--- src/assert_macros.svh ---
// assertion macros used by the top-level rtl file
// no dependencies; bodies are empty when SYNTH is defined
`ifndef ASSERT_MACROS_SVH
`define ASSERT_MACROS_SVH
`ifndef SYNTH
`define ASSERT_IMPLIES(label, clk, rst_n, a, b) \
	label: assert property (@(posedge clk) disable iff (!rst_n) (a) |-> (b)) \
		else $error("assertion failed");
`define ASSERT_NEXT(label, clk, rst_n, a, b) \
	label: assert property (@(posedge clk) disable iff (!rst_n) (a) |=> (b)) \
		else $error("assertion failed");
`else
`define ASSERT_IMPLIES(label, clk, rst_n, a, b)
`define ASSERT_NEXT(label, clk, rst_n, a, b)
`endif
`endif

--- src/tccdr_pkg.sv ---
// types and constants of the text cell compositor
// no dependencies
package tccdr_pkg;

	localparam logic [2:0] MODE_PUT_CELL = 3'd0;
	localparam logic [2:0] MODE_PUT_COLL = 3'd1;
	localparam logic [2:0] MODE_MERGE    = 3'd2;
	localparam logic [2:0] MODE_READ     = 3'd3;
	localparam logic [2:0] MODE_DRAW     = 3'd4;
	localparam logic [2:0] MODE_CLEAR    = 3'd5;

	localparam logic [2:0] CFG_WIDTH     = 3'd0;
	localparam logic [2:0] CFG_HEIGHT    = 3'd1;
	localparam logic [2:0] CFG_ORIGIN_X  = 3'd2;
	localparam logic [2:0] CFG_ORIGIN_Y  = 3'd3;
	localparam logic [2:0] CFG_COLOR_KEY = 3'd4;

	localparam logic [7:0] BLANK_CHAR = 8'd32;

	typedef enum logic [2:0] {
		OP_PUT_CELL,
		OP_PUT_COLL,
		OP_MERGE,
		OP_READ,
		OP_DRAW,
		OP_CLEAR
	} op_t;

	typedef struct packed {
		op_t              op;
		logic             hit;
		logic [7:0]       character;
		logic [7:0]       color;
		logic [15:0]      collision;
		logic [10:0]      row;
	} front_item_t;

	typedef struct packed {
		logic [10:0]        screen_col;
		logic [10:0]        screen_row;
		logic [7:0]         out_character;
		logic [7:0]         out_color;
		logic signed [15:0] out_collision;
		logic               cell_valid;
		logic               last;
	} out_item_t;

	typedef enum logic [2:0] {
		ST_INIT,
		ST_IDLE,
		ST_MERGE,
		ST_READ,
		ST_DRAW,
		ST_DRAW_END,
		ST_CLEAR
	} back_state_t;

	typedef struct packed {
		logic init_done;
	} back_status_t;

endpackage

--- src/tccdr_if.sv ---
// channel interfaces: input items, result items, configuration writes
// no dependencies
interface tccdr_in_if;
	logic               valid;
	logic               ready;
	logic [2:0]         mode;
	logic signed [10:0] col;
	logic signed [10:0] row;
	logic [7:0]         character;
	logic [7:0]         color;
	logic signed [15:0] collision;
	logic [7:0]         source_key;
	modport source (output valid, mode, col, row, character, color, collision, source_key,
		input ready);
	modport sink (input valid, mode, col, row, character, color, collision, source_key,
		output ready);
endinterface


--- src/tccdr_front.sv ---
// front part: accepts input transactions, classifies them, queues the useful ones
// depends on tccdr_pkg and tccdr_if
module tccdr_front #(
	parameter int MAX_COLS = 64,
	parameter int MAX_ROWS = 64
) (
	input  logic                         clk,
	input  logic                         arst_n,
	tccdr_in_if.sink                     src,
	input  logic [$clog2(MAX_COLS+1)-1:0] eff_w,
	input  logic [$clog2(MAX_ROWS+1)-1:0] eff_h,
	input  tccdr_pkg::back_status_t      status,
	output logic                         q_valid,
	output tccdr_pkg::front_item_t       q_item,
	output logic [(MAX_COLS*MAX_ROWS>1?$clog2(MAX_COLS*MAX_ROWS):1)-1:0] q_addr,
	input  logic                         q_pop
);
	localparam int DEPTH = MAX_COLS * MAX_ROWS;
	localparam int AW    = DEPTH > 1 ? $clog2(DEPTH) : 1;
	localparam int CBITS = MAX_COLS > 1 ? $clog2(MAX_COLS) : 1;
	localparam int RBITS = MAX_ROWS > 1 ? $clog2(MAX_ROWS) : 1;

	tccdr_pkg::front_item_t item_q [2];
	logic [AW-1:0]          addr_q [2];
	logic                   wp_q, rp_q;
	logic [1:0]             cnt_q;

	logic                   col_ok, row_ok, keep, push;
	tccdr_pkg::front_item_t item;
	logic [AW-1:0]          addr;
	logic [CBITS-1:0]       col_lo;
	logic [RBITS-1:0]       row_lo;

	assign col_ok = !src.col[10] && ($unsigned(src.col) < 11'(eff_w));
	assign row_ok = !src.row[10] && ($unsigned(src.row) < 11'(eff_h));
	assign col_lo = src.col[CBITS-1:0];
	assign row_lo = src.row[RBITS-1:0];

	always_comb begin
		item.op        = tccdr_pkg::OP_PUT_CELL;
		item.hit       = col_ok && row_ok;
		item.character = src.character;
		item.color     = src.color;
		item.collision = src.collision;
		item.row       = src.row;
		addr           = AW'(row_lo) * AW'(MAX_COLS) + AW'(col_lo);
		keep           = 1'b0;
		case (src.mode)
			tccdr_pkg::MODE_PUT_CELL: begin
				item.op = tccdr_pkg::OP_PUT_CELL;
				keep    = col_ok && row_ok;
			end
			tccdr_pkg::MODE_PUT_COLL: begin
				item.op = tccdr_pkg::OP_PUT_COLL;
				keep    = col_ok && row_ok;
			end
			tccdr_pkg::MODE_MERGE: begin
				item.op = tccdr_pkg::OP_MERGE;
				keep    = col_ok && row_ok && (src.color != src.source_key);
			end
			tccdr_pkg::MODE_READ: begin
				item.op = tccdr_pkg::OP_READ;
				keep    = 1'b1;
			end
			tccdr_pkg::MODE_DRAW: begin
				item.op  = tccdr_pkg::OP_DRAW;
				item.hit = row_ok;
				addr     = AW'(row_lo) * AW'(MAX_COLS);
				keep     = 1'b1;
			end
			tccdr_pkg::MODE_CLEAR: begin
				item.op = tccdr_pkg::OP_CLEAR;
				keep    = 1'b1;
			end
			default: begin
				keep = 1'b0;
			end
		endcase
	end

	assign src.ready = status.init_done && (cnt_q != 2'd2);
	assign push      = src.valid && src.ready && keep;
	assign q_valid   = cnt_q != 2'd0;
	assign q_item    = item_q[rp_q];
	assign q_addr    = addr_q[rp_q];

	always_ff @(posedge clk) begin
		if (push) begin
			item_q[wp_q] <= item;
			addr_q[wp_q] <= addr;
		end
	end

	always_ff @(posedge clk or negedge arst_n) begin
		if (!arst_n) begin
			wp_q  <= 1'b0;
			rp_q  <= 1'b0;
			cnt_q <= 2'd0;
		end else begin
			if (push) begin
				wp_q <= !wp_q;
			end
			if (q_pop) begin
				rp_q <= !rp_q;
			end
			cnt_q <= cnt_q + 2'(push) - 2'(q_pop);
		end
	end
endmodule

--- src/flat_wrapper.sv ---
// flat-port wrapper written by rule: the top's interface ports become plain ports
module tccdr_front_flat 
#(
	parameter int MAX_COLS = 64,
	parameter int MAX_ROWS = 64
)
  (clk, arst_n, eff_w, eff_h, status, q_valid, q_item, q_addr, q_pop, src_valid, src_mode, src_col, src_row, src_character, src_color, src_collision, src_source_key, src_ready);
  tccdr_in_if src_i ();
  input  logic clk;
  input  logic arst_n;
  input  logic [$clog2(MAX_COLS+1)-1:0] eff_w;
  input  logic [$clog2(MAX_ROWS+1)-1:0] eff_h;
  input  tccdr_pkg::back_status_t status;
  output logic q_valid;
  output tccdr_pkg::front_item_t q_item;
  output logic [(MAX_COLS*MAX_ROWS>1?$clog2(MAX_COLS*MAX_ROWS):1)-1:0] q_addr;
  input  logic q_pop;
  input wire logic [$bits(src_i.valid)-1:0] src_valid;
  input wire logic [$bits(src_i.mode)-1:0] src_mode;
  input wire logic [$bits(src_i.col)-1:0] src_col;
  input wire logic [$bits(src_i.row)-1:0] src_row;
  input wire logic [$bits(src_i.character)-1:0] src_character;
  input wire logic [$bits(src_i.color)-1:0] src_color;
  input wire logic [$bits(src_i.collision)-1:0] src_collision;
  input wire logic [$bits(src_i.source_key)-1:0] src_source_key;
  output wire logic [$bits(src_i.ready)-1:0] src_ready;
  assign src_i.valid = src_valid;
  assign src_i.mode = src_mode;
  assign src_i.col = src_col;
  assign src_i.row = src_row;
  assign src_i.character = src_character;
  assign src_i.color = src_color;
  assign src_i.collision = src_collision;
  assign src_i.source_key = src_source_key;
  assign src_ready = src_i.ready;
  tccdr_front #(.MAX_COLS(MAX_COLS), .MAX_ROWS(MAX_ROWS)) u_core (.clk(clk), .arst_n(arst_n), .src(src_i), .eff_w(eff_w), .eff_h(eff_h), .status(status), .q_valid(q_valid), .q_item(q_item), .q_addr(q_addr), .q_pop(q_pop));
endmodule
--- config.mk ---
export PLATFORM = sky130hd
export DESIGN_NAME = tccdr_front_flat
export DESIGN_NICKNAME = d
export VERILOG_FILES = /design/src/assert_macros.svh /design/src/tccdr_pkg.sv /design/src/tccdr_if.sv /design/src/tccdr_front.sv /design/src/flat_wrapper.sv
export SDC_FILE = /design/constraint.sdc
export NUM_CORES = 1
export LEC_CHECK = 0
export BUFFER_PORTS_ARGS = -buffer_cell sky130_fd_sc_hd__buf_2
export CAP_MARGIN = 0
export CORE_UTILIZATION = 55
export DETAILED_ROUTE_END_ITERATION = 8
export PLACE_DENSITY = 0.89
export SLEW_MARGIN = 20
export SYNTH_ARGS = -nofsm -noshare
export SYNTH_HDL_FRONTEND = slang
export SYNTH_SLANG_ARGS = --single-unit
--- constraint.sdc ---
create_clock -name clk -period 8 [get_ports clk]
set_input_delay 2.4 -clock clk [delete_from_list [all_inputs] [get_ports clk]]
set_output_delay 2.4 -clock clk [all_outputs]
set_load 0.005 [all_outputs]
==> metrics.txt <==
# TYPE chip_impl_metric gauge
chip_impl_metric{name="placement.io_buffers",unit=""} 144
chip_impl_metric{name="setup_tns",unit="ps"} 0
chip_impl_info{name="criticalPathCategory",value="in2out"} 1
chip_impl_metric{name="final_layout_size_suffix_gt1_share",unit="%"} 52.5
chip_impl_metric{name="cts_buffers",unit=""} 9
chip_impl_metric{name="source_to_sink_clock_delay_at_the_later_pin_of_the_worst_skew_pair",unit="ps"} 350
chip_impl_metric{name="fin_worst_skew",unit="ps"} 10.3
chip_impl_info{name="crit_top_cell",value="sky130_fd_sc_hd__buf_2"} 1
chip_impl_metric{name="multi_input_logic_area",unit="µm²"} 1230
chip_impl_metric{name="worst-r2r-cell-count",unit=""} 7
chip_impl_metric{name="seqCellArea",unit="µm²"} 3280
chip_impl_metric{name="worst-endpoint-required",unit="ps"} 5600
chip_impl_metric{name="drt_drc_violations_left",unit=""} 0
chip_impl_metric{name="mappedNetlistArea",unit="µm²"} 4640
chip_impl_metric{name="cts_resized",unit=""} 0
chip_impl_metric{name="r2r_slack",unit="ps"} 5530
chip_impl_metric{name="finalSetupViolCount",unit=""} 0
chip_impl_metric{name="critical_path_peak_fanout",unit=""} 2
chip_impl_metric{name="period_share",unit="%"} 64.7
chip_impl_metric{name="whs_path_depth",unit=""} 1
chip_impl_metric{name="cts.hold.buffers_added",unit=""} 0
chip_impl_metric{name="path_depth",unit=""} 4
chip_impl_metric{name="num_vias",unit=""} 2690
chip_impl_metric{name="timing.max_cap.violations",unit=""} 0
chip_impl_metric{name="grt_first_pass_wirelength",unit="µm"} 12800
chip_impl_metric{name="synth_sequential_area_ratio",unit="%"} 70.7
chip_impl_metric{name="drt-vias-per-instance",unit=""} 5.11
chip_impl_metric{name="yosysWarningCount",unit=""} 0
chip_impl_metric{name="clk_path_buf_depth",unit=""} 2
chip_impl_metric{name="routed_wire_length_per_instance",unit="µm"} 15.6
chip_impl_metric{name="route.final.wire_length",unit="µm"} 8190
chip_impl_metric{name="dp.final_hpwl",unit="µm"} 5880
chip_impl_metric{name="path_buf_inv",unit=""} 3
chip_impl_metric{name="grt_use_total",unit="%"} 19.8
chip_impl_metric{name="final.min_clock_period",unit="ps"} 5180
chip_impl_metric{name="nets",unit=""} 518
chip_impl_metric{name="slew_headroom",unit="%"} 49.9
chip_impl_info{name="rsz0062_at_grt",value="false"} 1
chip_impl_metric{name="synthToLayoutAreaGrowth",unit="%"} 21.1
chip_impl_info{name="hold_path.class",value="reg2reg"} 1
chip_impl_metric{name="first_global_vias",unit=""} 2646
chip_impl_metric{name="cts_num_sinks",unit=""} 110
chip_impl_info{name="cts_root_buf",value="sky130_fd_sc_hd__clkbuf_8"} 1
chip_impl_metric{name="grt_antenna_before_repair",unit=""} 0
chip_impl_metric{name="ys_ff_latch",unit=""} 110
chip_impl_metric{name="synth.avg_cell_area",unit="µm²"} 17.2
chip_impl_info{name="critical_path.slowest_cell",value="sky130_fd_sc_hd__buf_2"} 1
chip_impl_info{name="worst_hold_startpoint",value="u_core.cnt_q[1]"} 1
chip_impl_metric{name="timing.critical_path.arrival",unit="ps"} 2780
chip_impl_metric{name="grt_total_ovfl",unit=""} 0
chip_impl_metric{name="fmax",unit="GHz"} 0.193
chip_impl_metric{name="power.ir.vdd_worst",unit="mV"} 0.117
chip_impl_metric{name="leakagePower",unit="nW"} 2.25
chip_impl_metric{name="post_syn_instances",unit=""} 270
chip_impl_metric{name="inserted_diodes",unit=""} 0
chip_impl_metric{name="die-width",unit="µm"} 93.9
chip_impl_info{name="crit_path_end_kind",value="primary output"} 1
chip_impl_metric{name="design.portCount",unit=""} 145
chip_impl_metric{name="clk_pin_slew",unit="ps"} 90
chip_impl_info{name="reg_to_reg_endpoint",value="u_core.item_q[0][13]"} 1
chip_impl_metric{name="firstDrtPassIters",unit=""} 4
chip_impl_metric{name="power_density",unit="nW/µm²"} 236
chip_impl_info{name="timing.critical_path.max_delay_family",value="buffers and inverters"} 1
chip_impl_info{name="holdPathEnd",value="u_core.cnt_q[1]"} 1
chip_impl_info{name="startpoint_type",value="input port"} 1
chip_impl_metric{name="placement_rows",unit=""} 33
chip_impl_metric{name="design.core.area",unit="µm²"} 8180
chip_impl_metric{name="count_of_nets_left_with_antenna_violations_after_detail_routing",unit=""} 0
chip_impl_info{name="status",value="completed"} 1
chip_impl_info{name="reg2reg_from",value="u_core.cnt_q[1]"} 1
chip_impl_metric{name="synth.net_count",unit=""} 372
chip_impl_metric{name="yosys.cell_types.count",unit=""} 26
chip_impl_metric{name="timing.final.max_slew_violations",unit=""} 0
chip_impl_metric{name="gp_congestion",unit=""} 0.820
chip_impl_metric{name="die_ht",unit="µm"} 93.9
chip_impl_metric{name="filler_cell_count",unit=""} 583
chip_impl_metric{name="pin_count_of_the_biggest_net_entering_global_routing",unit=""} 36
chip_impl_metric{name="ctsHtreeMaxLevel",unit=""} 3
chip_impl_metric{name="cpPeakStageDelay",unit="ps"} 130
chip_impl_metric{name="cts.repair_timing.setup_buffer_count",unit=""} 0
chip_impl_metric{name="finalHoldViolCount",unit=""} 0
chip_impl_metric{name="die_area",unit="µm²"} 8820
chip_impl_metric{name="initial_utilization",unit="%"} 56.8
chip_impl_metric{name="post-layout-total-power",unit="mW"} 1.33
chip_impl_metric{name="worst_slew_pin_tran",unit="ps"} 750
chip_impl_info{name="clock_tree_from_tritoncts",value="built"} 1
chip_impl_info{name="crit_chain",value="buf_2 > o21ai_0 > inv_1 > buf_2"} 1
chip_impl_metric{name="detailedRoute.firstIterationViolations",unit=""} 79
==> worst register-to-register path, cell delays in order, from the launching register on <==
cell                       delay, ps
sky130_fd_sc_hd__dfrtp_1         400
sky130_fd_sc_hd__inv_1            70
sky130_fd_sc_hd__o21ai_0          80
sky130_fd_sc_hd__inv_1            80
sky130_fd_sc_hd__nand3b_1        120
sky130_fd_sc_hd__a31oi_4         210
sky130_fd_sc_hd__nor2b_4         670
sky130_fd_sc_hd__buf_4           490
==> layout by cell type, fill, tap and decap left out, types with 2 or more instances in the layout <==
master                     instances
sky130_fd_sc_hd__buf_2           144
sky130_fd_sc_hd__inv_6             2
sky130_fd_sc_hd__nor2b_1           8
sky130_fd_sc_hd__xor2_1           10
sky130_fd_sc_hd__mux2_2           53
sky130_fd_sc_hd__xnor2_1           3
sky130_fd_sc_hd__buf_4             3
sky130_fd_sc_hd__clkbuf_1          2
sky130_fd_sc_hd__nor2_1            3
sky130_fd_sc_hd__dfrtp_1           3
sky130_fd_sc_hd__ha_1             18
sky130_fd_sc_hd__o211ai_1          2
sky130_fd_sc_hd__nand2_1           8
sky130_fd_sc_hd__o21ai_0           3
sky130_fd_sc_hd__clkbuf_8          9
sky130_fd_sc_hd__a21oi_1           7
sky130_fd_sc_hd__edfxtp_1        106
sky130_fd_sc_hd__nor4_1            3
sky130_fd_sc_hd__a21oi_2           2
sky130_fd_sc_hd__inv_1            18
==> worst max-delay path by stage <==
stage                          start                   end  slack [ps]
after global placement    src_row[2]  u_core.item_q[0][13]        2820
after floorplan             eff_w[6]   u_core.addr_q[0][0]        1680
after global routing          status             src_ready        2790
final                         status             src_ready        2820
after detailed placement  src_row[2]  u_core.item_q[0][15]        2750
after CTS                     status             src_ready        2820
==> registers in the layout (all words and copies together) (netlist names) <==
name           count
u_core.cnt_q       2
u_core.rp_q        1
u_core.item_q     84
u_core.wp_q        1
u_core.addr_q     22
==> layer usage <==
| layer | up-vias | share of wire, % | track usage [%] |
|---|---|---|---|
| li1 | 1293 | - | - |
| met1 | 1297 | 41 | 24.2 |
| met2 | 88 | 53 | 34.8 |
| met3 | 12 | 4.8 | 2.91 |
| met4 | 0 | 1.8 | 8.59 |
| met5 | - | 0 | 0 |
==> Yosys cell counts <==
library cell	count	area [µm²]
sky130_fd_sc_hd__a21oi_1	7	35.0
sky130_fd_sc_hd__nand3_1	1	5.00
sky130_fd_sc_hd__nor2b_1	9	56.3
sky130_fd_sc_hd__buf_1	4	15.0
sky130_fd_sc_hd__ha_1	18	225
sky130_fd_sc_hd__mux2_2	53	597
sky130_fd_sc_hd__o211ai_2	1	12.5
sky130_fd_sc_hd__a21oi_2	2	17.5
sky130_fd_sc_hd__a31oi_4	1	21.3
sky130_fd_sc_hd__buf_4	6	45.0
sky130_fd_sc_hd__nor4_1	3	18.8
sky130_fd_sc_hd__maj3_1	1	10.0
sky130_fd_sc_hd__nor4_2	1	12.5
sky130_fd_sc_hd__edfxtp_1	106	3180
sky130_fd_sc_hd__dfrtp_1	4	100
sky130_fd_sc_hd__inv_1	18	67.6
sky130_fd_sc_hd__o21a_1	1	7.51
sky130_fd_sc_hd__buf_2	2	10.0
sky130_fd_sc_hd__and2_1	2	12.5
sky130_fd_sc_hd__o211ai_1	2	15.0
sky130_fd_sc_hd__xnor2_1	3	26.3
sky130_fd_sc_hd__nor2_1	3	11.3
sky130_fd_sc_hd__xor2_1	10	87.6
sky130_fd_sc_hd__nand3b_1	1	7.51
sky130_fd_sc_hd__nand2_1	8	30.0
sky130_fd_sc_hd__o21ai_0	3	15.0
==> power breakdown <==
part	switching [mW]	internal, mW	total [mW]
Combinational	0.149	0.193	0.342
Clock	0.177	0.115	0.291
Sequential	0.0287	0.664	0.692
==> cell families after synthesis <==
group | count (synthesis) | share of synthesized area [%]
muxes | 53 | 12.9
xor gates and xnor gates | 13 | 2.45
AOI/OAI and AO/OA | 17 | 2.67
adders and majority gates | 19 | 5.06
and+or+nand+nor | 28 | 3.31
DFF | 110 | 70.7
buffers and inverters | 30 | 2.96
==> cell type report <==
cell class | instances | share of cell area (%)
inverters | 18 | 1.20
clock inverters | 5 | 0.601
flip-flops and latches | 110 | 58.4
multi-input cells | 130 | 21.9
well taps | 105 | 2.34
clock buffers | 11 | 2.34
repair buffers | 147 | 13.2
==> metrics by stage <==
stage	hold WS [ps]	setup WS [ps]	instances	utilization, %	instance area, µm²
6_report	478	2820	526	68.8	5620
5_1_grt	499	2790	526	68.8	5620
4_1_cts	482	2820	526	68.8	5620
3_5_place_dp	467	2750	510	66.8	5460
3_3_place_gp	459	2820	510	66.8	5460
2_1_floorplan	446	1680	270	-	4640
No activity file was read; power rests on OpenSTA's default activity.
